`src/design/kpsa_pkg.sv`:
```
package kpsa_pkg;

  // keypad geometry
  localparam int unsigned ROWS     = 4;
  localparam int unsigned COLS     = 4;
  localparam int unsigned MAP_W    = 16;
  localparam int unsigned KEYS_RAW = ROWS * COLS;
  localparam int unsigned KEYS     = (KEYS_RAW > MAP_W) ? MAP_W : KEYS_RAW;

  localparam int unsigned CODE_W   = 5;
  localparam int unsigned CNT_W    = 10;
  localparam int unsigned CFG_IDX_W = 2;
  localparam int unsigned TDATA_IN_W  = 16;
  localparam int unsigned TDATA_OUT_W = 8;

  localparam logic [CNT_W-1:0] CNT_MAX           = {CNT_W{1'b1}};
  localparam logic [CNT_W-1:0] LONG_PRESS_RESET  = CNT_W'(30);
  localparam logic [CNT_W-1:0] REPEAT_RESET      = CNT_W'(5);

  // register indexes on the configuration port
  localparam logic [CFG_IDX_W-1:0] REG_LONG_PRESS = CFG_IDX_W'(0);
  localparam logic [CFG_IDX_W-1:0] REG_REPEAT     = CFG_IDX_W'(1);

  // item kinds carried in tuser
  localparam logic FUNC_TICK = 1'b0;
  localparam logic FUNC_READ = 1'b1;

  typedef struct packed {
    logic                 valid;
    logic                 func;
    logic [CODE_W-1:0]    code;
  } step_t;

  typedef struct packed {
    logic                 valid;
    logic [CFG_IDX_W-1:0] index;
    logic [CNT_W-1:0]     data;
  } cfg_wr_t;

endpackage

```
`src/design/keypad_scan_autorepeat.sv`:
```
// matrix keypad scanner with auto-repeat. a tick transaction (tuser = 0) carries the
// pressed map in tdata and produces no output; a read transaction (tuser = 1) returns the
// latched key code (0 = none pending) and clears it. the map is priority encoded, lowest
// row then lowest column, to row*4+col+1. a fresh press latches its code; holding the same
// key counts ticks and relatches once the count reaches long_press_ticks, after which
// repeat_ticks is taken off the count (clamped at 0). one transaction is accepted every
// cycle unless the input stalls: the input register feeds the scan/hold logic, whose state
// updates when the item advances out of it; a read's code then loads the output register.
// the input only stalls while a read finds the output register full and not being taken.
// configuration writes are taken every cycle and should be issued while the block is idle.
module keypad_scan_autorepeat
  import kpsa_pkg::*;
(
  input  logic                   clk_i,
  input  logic                   rst_ni,
  // input stream
  input  logic                   s_axis_tvalid_i,
  output logic                   s_axis_tready_o,
  input  logic [TDATA_IN_W-1:0]  s_axis_tdata_i,   // [15:0] pressed_map
  input  logic                   s_axis_tuser_i,   // [0] func
  // result stream
  output logic                   m_axis_tvalid_o,
  input  logic                   m_axis_tready_i,
  output logic [TDATA_OUT_W-1:0] m_axis_tdata_o,   // [4:0] key_code, [7:5] zero
  // configuration writes
  input  logic                   cfg_valid_i,
  output logic                   cfg_ready_o,
  input  logic [CFG_IDX_W-1:0]   cfg_index_i,
  input  logic [CNT_W-1:0]       cfg_data_i
);

  // input register
  logic             in_valid_q, in_valid_d;
  logic             in_func_q;
  logic [MAP_W-1:0] in_map_q;

  // output register
  logic              out_valid_q, out_valid_d;
  logic [CODE_W-1:0] out_code_q;

  logic              out_free;
  logic              advance;
  logic [CODE_W-1:0] scan_code;
  logic [CODE_W-1:0] rd_code;
  step_t             step;
  cfg_wr_t           cfg_wr;

  // a tick never needs the output slot, a read needs it free or draining
  assign out_free        = !out_valid_q || m_axis_tready_i;
  assign advance         = in_valid_q && (in_func_q == FUNC_TICK || out_free);
  assign s_axis_tready_o = !in_valid_q || advance;
  assign cfg_ready_o     = 1'b1;

  assign in_valid_d = s_axis_tready_o ? s_axis_tvalid_i : in_valid_q;

  always_ff @(posedge clk_i or negedge rst_ni) begin
    if (!rst_ni) begin
      in_valid_q <= 1'b0;
    end else begin
      in_valid_q <= in_valid_d;
    end
  end

  // payload only loads on an accepted transaction
  always_ff @(posedge clk_i) begin
    if (s_axis_tvalid_i && s_axis_tready_o) begin
      in_func_q <= s_axis_tuser_i;
      in_map_q  <= s_axis_tdata_i[MAP_W-1:0];
    end
  end

  kpsa_encode u_encode (
    .map_i  (in_map_q),
    .code_o (scan_code)
  );

  assign step.valid = advance;
  assign step.func  = in_func_q;
  assign step.code  = scan_code;

  assign cfg_wr.valid = cfg_valid_i && cfg_ready_o;
  assign cfg_wr.index = cfg_index_i;
  assign cfg_wr.data  = cfg_data_i;

  kpsa_hold u_hold (
    .clk_i     (clk_i),
    .rst_ni    (rst_ni),
    .cfg_i     (cfg_wr),
    .step_i    (step),
    .rd_code_o (rd_code)
  );

  // result register: filled by a read, emptied when taken
  always_comb begin
    out_valid_d = out_valid_q;
    if (advance && in_func_q == FUNC_READ) begin
      out_valid_d = 1'b1;
    end else if (m_axis_tready_i) begin
      out_valid_d = 1'b0;
    end
  end

  always_ff @(posedge clk_i or negedge rst_ni) begin
    if (!rst_ni) begin
      out_valid_q <= 1'b0;
    end else begin
      out_valid_q <= out_valid_d;
    end
  end

  always_ff @(posedge clk_i) begin
    if (advance && in_func_q == FUNC_READ) begin
      out_code_q <= rd_code;
    end
  end

  assign m_axis_tvalid_o = out_valid_q;
  assign m_axis_tdata_o  = {{(TDATA_OUT_W - CODE_W){1'b0}}, out_code_q};

endmodule

```
`src/design/kpsa_encode.sv`:
```
module kpsa_encode
  import kpsa_pkg::*;
(
  input  logic [MAP_W-1:0]  map_i,
  output logic [CODE_W-1:0] code_o
);

  // lowest set bit wins: scan from the top so the lowest index is kept
  always_comb begin
    code_o = '0;
    for (int i = KEYS - 1; i >= 0; i--) begin
      if (map_i[i]) begin
        code_o = CODE_W'(i + 1);
      end
    end
  end

endmodule

```
`src/design/kpsa_hold.sv`:
```
module kpsa_hold
  import kpsa_pkg::*;
(
  input  logic              clk_i,
  input  logic              rst_ni,
  input  cfg_wr_t           cfg_i,
  input  step_t             step_i,
  output logic [CODE_W-1:0] rd_code_o
);

  logic [CNT_W-1:0]  long_press_q, long_press_d;
  logic [CNT_W-1:0]  repeat_q, repeat_d;
  logic [CODE_W-1:0] prev_q, prev_d;
  logic [CODE_W-1:0] pending_q, pending_d;
  logic [CNT_W-1:0]  hold_q, hold_d;
  logic [CNT_W-1:0]  hold_inc;

  assign hold_inc  = (hold_q < CNT_MAX) ? hold_q + CNT_W'(1) : hold_q;
  assign rd_code_o = pending_q;

  always_comb begin
    long_press_d = long_press_q;
    repeat_d     = repeat_q;
    if (cfg_i.valid) begin
      if (cfg_i.index == REG_LONG_PRESS) begin
        long_press_d = cfg_i.data;
      end else if (cfg_i.index == REG_REPEAT) begin
        repeat_d = cfg_i.data;
      end
    end
  end

  always_comb begin
    prev_d    = prev_q;
    pending_d = pending_q;
    hold_d    = hold_q;
    if (step_i.valid) begin
      if (step_i.func == FUNC_READ) begin
        pending_d = '0;
      end else begin
        prev_d = step_i.code;
        if (step_i.code == '0) begin
          hold_d = '0;
        end else if (prev_q == '0) begin
          // fresh press
          pending_d = step_i.code;
          hold_d    = '0;
        end else if (step_i.code == prev_q) begin
          hold_d = hold_inc;
          if (hold_inc >= long_press_q) begin
            pending_d = step_i.code;
            hold_d    = (hold_inc > repeat_q) ? hold_inc - repeat_q : '0;
          end
        end
      end
    end
  end

  always_ff @(posedge clk_i or negedge rst_ni) begin
    if (!rst_ni) begin
      long_press_q <= LONG_PRESS_RESET;
      repeat_q     <= REPEAT_RESET;
      prev_q       <= '0;
      pending_q    <= '0;
      hold_q       <= '0;
    end else begin
      long_press_q <= long_press_d;
      repeat_q     <= repeat_d;
      prev_q       <= prev_d;
      pending_q    <= pending_d;
      hold_q       <= hold_d;
    end
  end

`ifndef ASSERT_OFF
  a_read_clears: assert property (@(posedge clk_i) disable iff (!rst_ni)
    step_i.valid && step_i.func == FUNC_READ |=> pending_q == '0)
    else $error("pending key not cleared by read");

  a_release_clears: assert property (@(posedge clk_i) disable iff (!rst_ni)
    step_i.valid && step_i.func == FUNC_TICK && step_i.code == '0 |=> hold_q == '0)
    else $error("hold counter not cleared on release");

  a_fresh_press: assert property (@(posedge clk_i) disable iff (!rst_ni)
    step_i.valid && step_i.func == FUNC_TICK && step_i.code != '0 && prev_q == '0
    |=> pending_q == $past(step_i.code))
    else $error("fresh press not latched");

  a_pending_range: assert property (@(posedge clk_i) disable iff (!rst_ni)
    pending_q <= CODE_W'(KEYS))
    else $error("pending key out of range");
`endif

endmodule

```
`config.mk`:
```
export PLATFORM = sky130hd
export DESIGN_NAME = keypad_scan_autorepeat
export DESIGN_NICKNAME = d
export VERILOG_FILES = /design/src/design/kpsa_pkg.sv /design/src/design/keypad_scan_autorepeat.sv /design/src/design/kpsa_encode.sv /design/src/design/kpsa_hold.sv
export SDC_FILE = /design/constraint.sdc
export NUM_CORES = 1
export LEC_CHECK = 0
export BUFFER_PORTS_ARGS = -buffer_cell sky130_fd_sc_hd__buf_2
export CAP_MARGIN = 20
export CELL_PAD_IN_SITES_DETAIL_PLACEMENT = 0
export CELL_PAD_IN_SITES_GLOBAL_PLACEMENT = 2
export CORE_MARGIN = 3
export CORE_UTILIZATION = 41
export CTS_CLUSTER_DIAMETER = 30
export DETAILED_ROUTE_END_ITERATION = 12
export GPL_TIMING_DRIVEN = 0
export PLACE_DENSITY_LB_ADDON = 0.1
export SLEW_MARGIN = 20
export SYNTH_ARGS = -nofsm -noshare
export SYNTH_HDL_FRONTEND = slang
export SYNTH_HIERARCHICAL = 1
export SYNTH_SLANG_ARGS = --single-unit
```
`constraint.sdc`:
```
create_clock -name clk_i -period 4.95 [get_ports clk_i]
set_clock_uncertainty 0.05 [all_clocks]
set_input_delay 1.485 -clock clk_i [delete_from_list [all_inputs] [get_ports clk_i]]
set_output_delay 1.485 -clock clk_i [all_outputs]
set_load 0.02 [all_outputs]
```
==> results by group <==
Outcome
  – Outcome: finished, final reports clean

Routing
  – Routed Antenna Nets: 0
  – Vias: 2571
  – Total Wirelength: 7070 um
  – DRC: 0
  – Routed WL per cell: 14.0 um
  – Vias/cell: 5.11
  – Initial drt markers: 111
  – DRT Pass-1 Iters: 4

Placement
  – Gpl congestion: 0.794
  – Placed inst area: 3960 sq um
  – Post-detail-place hpwl: 5500 um
  – Pre-CTS setup slack: 1.25 ns
  – Port Buffers: 40

GRT
  – Antenna violations before repair: 0
  – Pin count of the biggest net entering global routing: 43
  – Number of global-route vias before repair: 2589
  – First-pass GRT wire length: 12400 um
  – GRT Util Overall: 15.6%
  – GRT overflow: 0

STA
  – Final period util: 75.1%
  – Fin. max-slew vios: 0
  – # setup viols final: 0
  – Min cycle time layout: 3.72 ns
  – Worst-Margin Slew: 0.999 ns
  – Fmax: 269 MHz
  – RSZ-0062 raised after global routing: no
  – Final hold violation count: 0
  – Max-Slew Margin vs Limit: 32.6%
  – Post-route setup TNS: 0 ns
  – Setup ws final: 1.23 ns

Power and ir drop
  – Pint: 1.02 mW
  – Switch share: 31.4%
  – VDD IR max: 0.000211 V
  – Gate power share: 27.2%
  – Psw: 465 uW
  – Pleak: 1.86 nW
  – Power Density: 357 nW/um^2
  – Sequential power share: 43.8%
  – Clock share of power: 29.0%
  – Total chip power: 1.48 mW

Die
  – Die footprint: 10000 sq um
  – Io pins: 45
  – FP Rows: 33
  – Initial Util: 43.2%
  – Core box area: 8380 sq um
  – Die Ht: 100 um
  – Die Wd: 100 um

Synthesis
  – Syn Std Cell Area: 3620 sq um
  – FFs w/ async S/R, synth: 65.6%
  – Primary FF master, synth: dfrtp_1
  – Most area-consuming cells after synthesis: dfrtp_1 25%, edfxtp_1 18%, ha_1 7.3%
  – EDFF count, synth: 22
  – Synth unique cells: 59
  – Sequential-to-total area share from yosys stat: 47.5%
  – Leading area contributor after synthesis: dfrtp_1
  – YS warnings: 6
  – Synth Register Bits: 64
  – Synthesized instance count: 340
  – Yosys top cell area share: 24.9%
  – Post-Syn Area per Cell: 10.6 sq um

Hold path
  – Hold Crit Class: reg2reg
  – Hold_sp: u_hold/rd_code_o[3]
  – Hold EP: out_code_q[3]
  – WHS Path Cells: 0

Cells and area
  – Nets: 449
  – Commonest non-fill, non-tap cells in the layout: 41 x buf_2, 36 x dfrtp_1, 31 x inv_1, 29 x nand2_1
  – Final Cell Area: 4150 sq um
  – Finished Core Util: 49.5%
  – Fraction of layout cells with a size suffix above 1: 26.6%
  – N_diodes: 0
  – Multi-input logic area: 1710 sq um
  – # fillers: 808
  – Area Overhead vs Synth: 14.6%
  – Register area: 1720 sq um
  – Commonest non-fill, non-tap cell in the layout: buf_2

CTS
  – Hold buffers post-CTS: 0
  – H-Tree Depth: 3
  – TritonCTS buffer count: 9
  – CTS resizes: 0
  – Clock Latency Late Sink: 0.34 ns
  – Setup repair bufs after CTS: 0
  – # clock sinks: 64
  – Clock buffer depth: 2
  – Clock-pin slew on the worst setup and hold paths: 0.07 ns
  – Root Buffer: clkbuf_8
  – CTS tree: yes

Worst setup path
  – CP max FO: 7
  – Crit start category: register
  – Reg2reg start: u_hold/hold_q[0]
  – Worst r2r path cells: 13
  – CP required: 5.15 ns
  – CP endpoint kind: register
  – Kind of critical path: reg2reg
  – Flop2flop setup slack: 1.23 ns
  – Critical path startpoint: u_hold/hold_q[0]
  – Critical Path AT: 3.91 ns
  – Worst r2r dst: u_hold/hold_q[0]

Flow run
  – Maxcap violations: 0
==> routing by layer <==
layer  vias up  track usage [%]  routed length (um)  part of all wire (%)
li1       1340                -                   -                     -
met1      1173             23.9                3770                    53
met2        48             21.4                2930                    41
met3        10             2.92                 273                   3.9
met4         0             6.53                 100                   1.4
met5         -                0                   0                     0
==> synth_stat cells (2+ instances only) <==
master / n
o21ai_0: 17
edfxtp_1: 22
xor2_1: 4
nor2b_1: 3
and2_1: 4
inv_1: 31
mux2_2: 17
dfstp_2: 6
a32oi_1: 5
nor2_1: 16
clkbuf_1: 2
nand2b_1: 7
a31oi_1: 2
nor4_2: 2
dfrtp_1: 36
a211oi_1: 3
conb_1: 2
xnor2_1: 12
nor3_1: 4
o21ai_1: 7
a22o_1: 5
buf_4: 4
a21o_1: 2
nand2_1: 29
ha_1: 21
and3_1: 5
nand3_1: 10
or2_2: 2
nor4_1: 2
buf_6: 3
o31ai_1: 2
a21oi_1: 22
o221ai_2: 5
==> per-stage QoR <==
stage | hold slack (ns) | cells
floorplan | 0.375 | 342
global placement | 0.391 | 487
detailed placement | 0.390 | 487
CTS | 0.412 | 503
global route | 0.429 | 503
finish | 0.410 | 503
==> kinds of logic (layout without fill, tap and decap cells) <==
family | count (synthesis) | count (layout) | share of synthesized area (%)
AO/OA/AOI/OAI | 81 | 81 | 15.2
XOR/XNOR | 16 | 16 | 3.87
adder cells (fa/ha/maj) | 22 | 22 | 7.81
buffers and inverters | 43 | 99 | 5.56
flip-flops | 64 | 64 | 47.5
multiplexers | 17 | 17 | 5.29
other | 2 | 4 | 0.207
AND/OR/NAND/NOR | 95 | 95 | 14.5
==> worst max path at each step <==
stage                                   to  slack, ns  depth (start not counted)
after floorplan            s_axis_tready_o       1.65                          1
after global placement    u_hold/hold_q[2]       1.29                         13
after detailed placement  u_hold/hold_q[0]       1.25                         13
after CTS                 u_hold/hold_q[0]       1.21                         13
after global routing      u_hold/hold_q[3]       0.87                         13
final                     u_hold/hold_q[0]       1.23                         13
==> sequential cells by signal (all words and copies together), names as in the netlist, 5 cells and up <==
| register | count |
|---|---|
| u_hold/hold_q | 10 |
| in_map_q | 16 |
| u_hold/long_press_q | 10 |
| out_code_q | 5 |
| u_hold/repeat_q | 10 |
| u_hold/prev_q | 5 |
| u_hold/rd_code_o | 5 |
==> power groups by stage <==
stage	combinational (mW)	sequential, mW	clock [mW]
after detailed placement	0.402	0.659	0
after global routing	0.467	0.657	0.468
after floorplan	0.304	0.653	0
after CTS	0.408	0.648	0.443
final	0.403	0.648	0.429
after global placement	0.399	0.656	0
==> worst max-delay path, cell delays in order (launching register included) <==
cell and delay [ns]:
dfrtp_1 0.41, ha_1 0.20, and3_1 0.17, and2_1 0.12, buf_2 0.16, nand2b_1 0.18
xnor2_1 0.46, ha_1 0.32, nand2b_1 0.14, a211oi_1 0.32, nor4_2 0.12, nor2_1 0.42
nand2_1 0.32, o221ai_2 0.25
==> layout make-up <==
class                      count  share of cell area (%)
sequential                    64                    41.4
multi-input combinational    235                    41.2
timing repair buffer          40                    4.83
tap                          105                    3.17
clock buffer                  10                    3.08
inverter                      32                    2.90
buffer                        11                    1.96
clock inverter                 6                    1.48
(Power assumes the default switching activity.)
